**config.mk**
```make
export PLATFORM = sky130hd
export DESIGN_NAME = quadrature_decoder_period_filter_flat
export DESIGN_NICKNAME = d
export VERILOG_FILES = /design/src/qdpf_pkg.sv /design/src/qdpf_if.sv /design/src/qdpf_count.sv /design/src/qdpf_period.sv /design/src/quadrature_decoder_period_filter.sv /design/src/flat_wrapper.sv
export SDC_FILE = /design/constraint.sdc
export NUM_CORES = 1
export LEC_CHECK = 0
export BUFFER_PORTS_ARGS = -buffer_cell sky130_fd_sc_hd__buf_4
export CAP_MARGIN = 40
export CORE_UTILIZATION = 64
export CTS_CLUSTER_DIAMETER = 200
export DETAILED_ROUTE_END_ITERATION = 16
export PLACE_DENSITY = 0.9
export SLEW_MARGIN = 10
export SYNTH_ARGS = -nofsm -noshare
export SYNTH_HDL_FRONTEND = slang
export SYNTH_HIERARCHICAL = 1
export SYNTH_SLANG_ARGS = --single-unit
```
**constraint.sdc**
```tcl
create_clock -name clk -period 15.5 [get_ports clk]
set_input_delay 0.775 -clock clk [delete_from_list [all_inputs] [get_ports clk]]
set_output_delay 0.775 -clock clk [all_outputs]
set_load 0.05 [all_outputs]
```
**src/qdpf_pkg.sv**
```systemverilog
package qdpf_pkg;

  // Field and register widths
  localparam int unsigned TIME_BITS_DEF = 32;
  localparam int unsigned PIN_W         = 2;
  localparam int unsigned STAMP_W       = 32;
  localparam int unsigned COUNT_W       = 32;
  localparam int unsigned PERIOD_W      = 32;
  localparam int unsigned MIN_IV_W      = 20;
  localparam int unsigned WEIGHT_W      = 9;
  localparam int unsigned CFG_IDX_W     = 2;
  localparam int unsigned CFG_DATA_W    = 20;

  // Register indexes
  localparam logic [CFG_IDX_W-1:0] CFG_MIN_INTERVAL  = 2'd0;
  localparam logic [CFG_IDX_W-1:0] CFG_SMOOTH_WEIGHT = 2'd1;

  // Reset values and limits
  localparam logic [MIN_IV_W-1:0] MIN_IV_RST  = 20'd5000;
  localparam logic [WEIGHT_W-1:0] WEIGHT_RST  = 9'd102;
  localparam logic [WEIGHT_W-1:0] WEIGHT_FULL = 9'd256;

  typedef logic [PIN_W-1:0]           pins_t;
  typedef logic [STAMP_W-1:0]         stamp_t;
  typedef logic signed [COUNT_W-1:0]  count_t;
  typedef logic [PERIOD_W-1:0]        period_t;

  // One pin-change event handed to the state units when it leaves the input register
  typedef struct packed {
    logic   en;
    pins_t  pins;
    stamp_t stamp;
  } event_t;

  // Gray position of the pin pair: 00,01,11,10 -> 0,1,2,3
  function automatic logic [1:0] gray_pos(input pins_t p);
    logic [1:0] g;
    case (p)
      2'b00:   g = 2'd0;
      2'b01:   g = 2'd1;
      2'b11:   g = 2'd2;
      default: g = 2'd3;
    endcase
    return g;
  endfunction

  // Position change wrapped into -1..+2 (mod-4 difference, 3 means -1)
  function automatic count_t step_delta(input pins_t old_p, input pins_t new_p);
    logic [1:0] diff;
    count_t     d;
    diff = gray_pos(new_p) - gray_pos(old_p);
    case (diff)
      2'd0:    d = '0;
      2'd1:    d = count_t'(1);
      2'd2:    d = count_t'(2);
      default: d = '1;
    endcase
    return d;
  endfunction

endpackage

```
**src/qdpf_if.sv**
```systemverilog
interface qdpf_in_if;
  logic                   valid;
  logic                   ready;
  qdpf_pkg::pins_t        pin_levels;
  qdpf_pkg::stamp_t       event_time_us;

  modport source(output valid, pin_levels, event_time_us, input ready);
  modport sink(input valid, pin_levels, event_time_us, output ready);
endinterface

interface qdpf_out_if;
  logic                   valid;
  logic                   ready;
  qdpf_pkg::count_t       step_count;
  qdpf_pkg::period_t      step_period_us;
  logic                   period_updated;

  modport source(output valid, step_count, step_period_us, period_updated, input ready);
  modport sink(input valid, step_count, step_period_us, period_updated, output ready);
endinterface

```
**src/qdpf_count.sv**
```systemverilog
module qdpf_count (
  input  logic             clk,
  input  logic             rst_n,
  input  qdpf_pkg::event_t evt,
  output qdpf_pkg::count_t count_nxt
);
  import qdpf_pkg::*;

  count_t position_r;
  pins_t  prev_pins_r;

  // New step count for this event
  assign count_nxt = position_r + step_delta(prev_pins_r, evt.pins);

  // Pin state is stored on every event
  always_ff @(posedge clk) begin
    if (!rst_n) begin
      position_r  <= '0;
      prev_pins_r <= '0;
    end else if (evt.en) begin
      position_r  <= count_nxt;
      prev_pins_r <= evt.pins;
    end
  end

endmodule

```
**src/qdpf_period.sv**
```systemverilog
module qdpf_period #(
  parameter int unsigned TIME_BITS = qdpf_pkg::TIME_BITS_DEF
) (
  input  logic                                clk,
  input  logic                                rst_n,
  input  logic                                cfg_we,
  input  logic [qdpf_pkg::CFG_IDX_W-1:0]      cfg_index,
  input  logic [qdpf_pkg::CFG_DATA_W-1:0]     cfg_wdata,
  input  qdpf_pkg::event_t                    evt,
  output qdpf_pkg::period_t                   period_nxt,
  output logic                                pass
);
  import qdpf_pkg::*;

  logic [MIN_IV_W-1:0]      min_iv_r;
  logic [WEIGHT_W-1:0]      weight_r;
  logic [TIME_BITS-1:0]     last_r;
  period_t                  period_r;

  logic [TIME_BITS+31:0]    stamp_ext;
  logic [TIME_BITS-1:0]     now;
  logic [TIME_BITS-1:0]     elapsed;
  logic [TIME_BITS+31:0]    el_ext;
  period_t                  e_sat;
  logic [WEIGHT_W-1:0]      w_sat;
  logic signed [32:0]       diff;
  logic signed [9:0]        w_s;
  logic signed [42:0]       prod;
  logic [34:0]              blend;

  // Timestamp fitted to the time counter width
  assign stamp_ext = {{TIME_BITS{1'b0}}, evt.stamp};
  assign now       = stamp_ext[TIME_BITS-1:0];
  assign elapsed   = now - last_r;
  assign el_ext    = {32'b0, elapsed};
  assign e_sat     = (|el_ext[TIME_BITS+31:32]) ? '1 : el_ext[31:0];

  // Interval gate
  assign pass = el_ext >= {{(TIME_BITS+12){1'b0}}, min_iv_r};

  // Average as old + floor((e - old) * w / 256)
  assign w_sat = (weight_r > WEIGHT_FULL) ? WEIGHT_FULL : weight_r;
  assign diff  = $signed({1'b0, e_sat}) - $signed({1'b0, period_r});
  assign w_s   = $signed({1'b0, w_sat});
  assign prod  = diff * w_s;
  assign blend = {3'b0, period_r} + prod[42:8];

  always_comb begin
    if (!pass) begin
      period_nxt = period_r;
    end else if (period_r == '0) begin
      period_nxt = e_sat;
    end else begin
      period_nxt = blend[31:0];
    end
  end

  // Configuration registers
  always_ff @(posedge clk) begin
    if (!rst_n) begin
      min_iv_r <= MIN_IV_RST;
      weight_r <= WEIGHT_RST;
    end else if (cfg_we) begin
      case (cfg_index)
        CFG_MIN_INTERVAL:  min_iv_r <= cfg_wdata[MIN_IV_W-1:0];
        CFG_SMOOTH_WEIGHT: weight_r <= cfg_wdata[WEIGHT_W-1:0];
        default: ;
      endcase
    end
  end

  // Period state, moves only on events that pass the gate
  always_ff @(posedge clk) begin
    if (!rst_n) begin
      last_r   <= '0;
      period_r <= '0;
    end else if (evt.en && pass) begin
      last_r   <= now;
      period_r <= period_nxt;
    end
  end

`ifndef ASSERT_OFF
  a_last_follows_gate: assert property (@(posedge clk) disable iff (!rst_n)
    (evt.en && pass) |=> last_r == $past(now))
    else $error("last accepted time not taken from gated event");
  a_period_hold: assert property (@(posedge clk) disable iff (!rst_n)
    !(evt.en && pass) |=> $stable(period_r) && $stable(last_r))
    else $error("period state moved without an accepted event");
  a_first_load: assert property (@(posedge clk) disable iff (!rst_n)
    (evt.en && pass && period_r == '0) |=> period_r == $past(e_sat))
    else $error("zero period not loaded directly");
`endif

endmodule

```
**src/quadrature_decoder_period_filter.sv**
```systemverilog
// Quadrature x4 decoder with smoothed step period.
//
// in_ch carries one pin-change event per transaction: pin_levels (bit0 A,
// bit1 B) and a free-running microsecond timestamp. out_ch returns one
// transaction per event: the wrapped signed step count, the smoothed period
// in microseconds and a flag that the event passed the interval gate.
// cfg_we/cfg_index/cfg_wdata write the minimum interval (index 0) and the
// Q8 smoothing weight (index 1); other indexes are ignored.
//
// Throughput is one event per cycle while out_ch does not stall. An event
// sits in the input register; as it leaves, the count and period update and
// the result register loads, and the result is then offered on out_ch. The
// state update (one 33x10 multiply and add) is combinational between the
// input and result registers.
//
// Synchronous reset clears the pipeline, the count, the stored pins, the
// last accepted time and the period, and loads the register defaults.
// When out_ch stalls, the result register holds, the input register fills,
// and in_ch.ready drops until the result is taken.
module quadrature_decoder_period_filter #(
  parameter int unsigned TIME_BITS = qdpf_pkg::TIME_BITS_DEF
) (
  input  logic                             clk,
  input  logic                             rst_n,
  qdpf_in_if.sink                          in_ch,
  qdpf_out_if.source                       out_ch,
  input  logic                             cfg_we,
  input  logic [qdpf_pkg::CFG_IDX_W-1:0]   cfg_index,
  input  logic [qdpf_pkg::CFG_DATA_W-1:0]  cfg_wdata
);
  import qdpf_pkg::*;

  logic    s1_vld_r;
  pins_t   s1_pins_r;
  stamp_t  s1_stamp_r;
  logic    out_vld_r;
  count_t  out_count_r;
  period_t out_period_r;
  logic    out_upd_r;

  logic    out_adv;
  logic    s1_fire;
  logic    in_fire;
  event_t  evt;
  count_t  count_nxt;
  period_t period_nxt;
  logic    pass;

  // Handshake: the input register moves when the result register is free
  assign out_adv     = !out_vld_r || out_ch.ready;
  assign s1_fire     = s1_vld_r && out_adv;
  assign in_ch.ready = !s1_vld_r || out_adv;
  assign in_fire     = in_ch.valid && in_ch.ready;

  assign evt = '{en: s1_fire, pins: s1_pins_r, stamp: s1_stamp_r};

  qdpf_count u_count (
    .clk       (clk),
    .rst_n     (rst_n),
    .evt       (evt),
    .count_nxt (count_nxt)
  );

  qdpf_period #(
    .TIME_BITS (TIME_BITS)
  ) u_period (
    .clk        (clk),
    .rst_n      (rst_n),
    .cfg_we     (cfg_we),
    .cfg_index  (cfg_index),
    .cfg_wdata  (cfg_wdata),
    .evt        (evt),
    .period_nxt (period_nxt),
    .pass       (pass)
  );

  // Valid bits
  always_ff @(posedge clk) begin
    if (!rst_n) begin
      s1_vld_r  <= 1'b0;
      out_vld_r <= 1'b0;
    end else begin
      s1_vld_r  <= in_fire || (s1_vld_r && !out_adv);
      out_vld_r <= s1_fire || (out_vld_r && !out_ch.ready);
    end
  end

  // Input register payload
  always_ff @(posedge clk) begin
    if (in_fire) begin
      s1_pins_r  <= in_ch.pin_levels;
      s1_stamp_r <= in_ch.event_time_us;
    end
  end

  // Result register payload
  always_ff @(posedge clk) begin
    if (s1_fire) begin
      out_count_r  <= count_nxt;
      out_period_r <= period_nxt;
      out_upd_r    <= pass;
    end
  end

  assign out_ch.valid          = out_vld_r;
  assign out_ch.step_count     = out_count_r;
  assign out_ch.step_period_us = out_period_r;
  assign out_ch.period_updated = out_upd_r;

`ifndef ASSERT_OFF
  a_reset_empty: assert property (@(posedge clk)
    !rst_n |=> !out_vld_r && !s1_vld_r)
    else $error("pipeline not empty after reset");
  a_stall_blocks_input: assert property (@(posedge clk) disable iff (!rst_n)
    (s1_vld_r && out_vld_r && !out_ch.ready) |-> !in_ch.ready)
    else $error("input taken while both registers are full");
  a_fire_gives_result: assert property (@(posedge clk) disable iff (!rst_n)
    s1_fire |=> out_vld_r)
    else $error("event left input register without a result");
`endif

endmodule

```
**src/flat_wrapper.sv**
```systemverilog
// flat-port wrapper written by rule: the top's interface ports become plain ports
module quadrature_decoder_period_filter_flat import qdpf_pkg::*;
#(
  parameter int unsigned TIME_BITS = qdpf_pkg::TIME_BITS_DEF
)
  (clk, rst_n, cfg_we, cfg_index, cfg_wdata, in_ch_valid, in_ch_pin_levels, in_ch_event_time_us, in_ch_ready, out_ch_valid, out_ch_step_count, out_ch_step_period_us, out_ch_period_updated, out_ch_ready);
  qdpf_in_if in_ch_i ();
  qdpf_out_if out_ch_i ();
  input  logic clk;
  input  logic rst_n;
  input  logic cfg_we;
  input  logic [qdpf_pkg::CFG_IDX_W-1:0] cfg_index;
  input  logic [qdpf_pkg::CFG_DATA_W-1:0] cfg_wdata;
  input wire logic [$bits(in_ch_i.valid)-1:0] in_ch_valid;
  input wire logic [$bits(in_ch_i.pin_levels)-1:0] in_ch_pin_levels;
  input wire logic [$bits(in_ch_i.event_time_us)-1:0] in_ch_event_time_us;
  output wire logic [$bits(in_ch_i.ready)-1:0] in_ch_ready;
  output wire logic [$bits(out_ch_i.valid)-1:0] out_ch_valid;
  output wire logic [$bits(out_ch_i.step_count)-1:0] out_ch_step_count;
  output wire logic [$bits(out_ch_i.step_period_us)-1:0] out_ch_step_period_us;
  output wire logic [$bits(out_ch_i.period_updated)-1:0] out_ch_period_updated;
  input wire logic [$bits(out_ch_i.ready)-1:0] out_ch_ready;
  assign in_ch_i.valid = in_ch_valid;
  assign in_ch_i.pin_levels = in_ch_pin_levels;
  assign in_ch_i.event_time_us = in_ch_event_time_us;
  assign in_ch_ready = in_ch_i.ready;
  assign out_ch_valid = out_ch_i.valid;
  assign out_ch_step_count = out_ch_i.step_count;
  assign out_ch_step_period_us = out_ch_i.step_period_us;
  assign out_ch_period_updated = out_ch_i.period_updated;
  assign out_ch_i.ready = out_ch_ready;
  quadrature_decoder_period_filter #(.TIME_BITS(TIME_BITS)) u_core (.clk(clk), .rst_n(rst_n), .in_ch(in_ch_i), .out_ch(out_ch_i), .cfg_we(cfg_we), .cfg_index(cfg_index), .cfg_wdata(cfg_wdata));
endmodule
```
==> qor.yml <==
utilization_pct: 70.8
drc_errors: 0
yosysTopAreaCell: "fa_1"
status: "finished, final reports clean"
grt_pass1_wl_mm: 111
port_buffers: 127
tightest_slew_ps: 946
cp.depth: 50
num-nets-final: 3475
clock-sinks: 228
critPathArrivalTime_ps: 13080
post-route-cell-area_mm2: 0.0274
cp_num_buf_inv: 5
dp_slack_ps: 2810
yosys_warnings: 6
critPathLaunch: "u_core/s1_stamp_r[0]"
holdCritPathClass: "in -> reg"
insertion_delay_ps: 540
postCtsSetupBuffers: 0
synth_area_mm2: 0.0251
synth_area_per_cell_um2: 8.59
cp-start-kind: "register"
worstReg2RegEnd: "u_core/out_ch.step_period_us[31]"
slowest_delay_ps: 660
crit_path_max_fanout: 9
first_pass_iters: 5
via_per_inst: 6.19
crit_end: "u_core/out_ch.step_period_us[31]"
crit_required_ps: 15760
drive_gt1_share_pct: 8.08
cts_tree: "yes"
drtIter0Drc: 1825
synth-edff-count: 99
fin_skew_ps: 22.4
htreeDepth: 1
cp_common_cell: "fa_1"
areaGrowthSynthToFinish_pct: 9.08
clkTransAtPathRegs_ps: 60
syn_nets: 3417
die-area_mm2: 0.0400
cts_resized: 0
antenna_found_initial: 0
critPathTopFamily: "compound AO/OA/AOI/OAI gates"
ys_types: 80
routed_wirelength_mm: 69.0
report.final.hold_viol_count: 0
ant_nets: 0
num_vias: 21800
fp.dieW_um: 200
clockBufferDepth: 3
r2r_cells: 50
gp_congestion: 1.03
tns_ps: 0
rsz0062_at_grt: "no"
slew_headroom_pct: 36.5
coreArea_mm2: 0.0386
wl_per_cell_um: 19.6
synthArstFlopShare_pct: 0
die_h_um: 200
gr-usage-all-layers_pct: 35.0
hpwl_mm: 53.5
maxCapViolations: 0
yosys.area.top_type_share_pct: 18.5
grt.overflow.total: 0
io_pins: 128
numCtsBuffers: 24
hold_buffers: 0
setup_ws_ps: 2680
synth_ff_type: "dfxtp_1"
finalCritPeriodShare_pct: 82.7
r2r_setup_slack_ps: 2680
fmax_mhz: 78.0
endpoint_kind: "register"
critPathSlowestCell: "xor2_1"
syn_inst: 2920
synth_seq_cells: 228
seq_area_frac_synth_pct: 22.2
clock-root-buffer: "clkbuf_16"
setup_viol: 0
reg2reg_from: "u_core/s1_stamp_r[0]"
grt_max_degree: 70
slew_violations: 0
detailed_place.area_mm2: 0.0265
yosys-top-cells-area: "fa_1, edfxtp_1, dfxtp_1"
grt_pass1_vias: 21500
crit_type: "reg -> reg"
diodes: 0
start_util_pct: 64.9
fillers: 2885
period_minus_slack_ps: 12820
rows: 72
[per-layer routing]
layer | wire [um] | track usage [%] | vias to the layer above
met2 | 31300 | 55.1 | 1121
met5 | 0 | 0 | -
li1 | - | - | 9945
met1 | 29200 | 49.1 | 10500
met3 | 6250 | 5.53 | 179
met4 | 2220 | 11.8 | 0
[area by class of cell]
class,count,area [um2],area share (%)
multi-input combinational,2215,17700,64.8
timing repair buffer,161,1280,4.68
sequential,228,5560,20.3
clock inverter,15,189,0.691
tap,518,648,2.37
clock buffer,29,661,2.42
inverter,348,1310,4.78
[registers in the layout (all words and copies together) (netlist names), 2 cells and up]
name and cells:
u_core/out_ch.step_count 32, u_core/out_ch.step_period_us 32, u_core/s1_stamp_r 32, u_core/u_count/position_r 32
u_core/u_period/last_r 32, u_core/u_period/period_r 32, u_core/u_period/min_iv_r 20, u_core/u_period/weight_r 9
u_core/s1_pins_r 2, u_core/u_count/prev_pins_r 2
[worst register-to-register path, delay by kind of cell, from the launching register on]
family / cells / cell delay (ps)
simple gates: 8 / 1710
fa+ha+maj: 10 / 4260
xor+xnor: 4 / 1070
mux: 1 / 170
buf+inv: 5 / 280
compound gates: 22 / 4710
flops: 1 / 380
[cells in the mapped netlist (all sizes together), types with 12 or more instances]
cell / number
and4: 12
xor2: 78
a21boi: 25
nor2b: 83
nor4: 30
and3: 20
clkbuf: 100
o211ai: 22
o21ai: 88
fa: 232
nand2: 312
or3: 25
nand4: 32
a211oi: 25
nor3: 45
xnor2: 97
nand2b: 34
ha: 204
o21a: 24
nor2: 264
a31oi: 14
a21o: 60
inv: 346
buf: 29
and2: 59
nand3: 37
edfxtp: 99
dfxtp: 129
o211a: 26
mux2i: 30
a21oi: 205
or4: 21
[cells in the final DEF (no fill, tap or decap), types with 30 or more instances in the layout]
| cell type | count |
|---|---|
| nor3_1 | 45 |
| nor4_1 | 30 |
| edfxtp_1 | 99 |
| a21o_1 | 60 |
| and2_1 | 58 |
| ha_1 | 204 |
| fa_1 | 232 |
| a21oi_1 | 202 |
| nand2_1 | 312 |
| buf_4 | 152 |
| inv_1 | 346 |
| nand4_1 | 32 |
| dfxtp_1 | 129 |
| o21ai_0 | 86 |
| nor2_1 | 263 |
| nand3_1 | 37 |
| mux2i_1 | 30 |
| nand2b_1 | 34 |
| xnor2_1 | 97 |
| xor2_1 | 78 |
| nor2b_1 | 78 |
[cells by family after synthesis]
family / count (synthesis) / synth area share (%)
fa+ha+maj: 436 / 28.7
compound gates: 565 / 14.6
mux: 40 / 1.66
flops: 228 / 22.2
xor+xnor: 177 / 6.29
buf+inv: 477 / 7.37
simple gates: 997 / 19.2
[how the worst min path moves through the flow]
stage	startpoint	end	slack (ps)	cells after the start
detailed placement	u_core/u_period/weight_r[2]	u_core/u_period/weight_r[2]	460	2
floorplan	u_core/u_period/weight_r[2]	u_core/u_period/weight_r[2]	430	2
CTS	in_ch_event_time_us[29]	u_core/s1_stamp_r[29]	410	1
global placement	u_core/u_period/weight_r[2]	u_core/u_period/weight_r[2]	450	2
global route	in_ch_event_time_us[29]	u_core/s1_stamp_r[29]	410	1
finish	in_ch_event_time_us[17]	u_core/s1_stamp_r[17]	420	1
[per-stage QoR]
stage	instances	hold slack, ps
3_5_place_dp	3469	458
5_1_grt	3514	408
3_3_place_gp	3459	449
6_report	3514	420
2_1_floorplan	2920	433
4_1_cts	3513	406
Power is not shown: default switching activity piles up to over one toggle a cycle in this logic, so the estimate is an artifact.
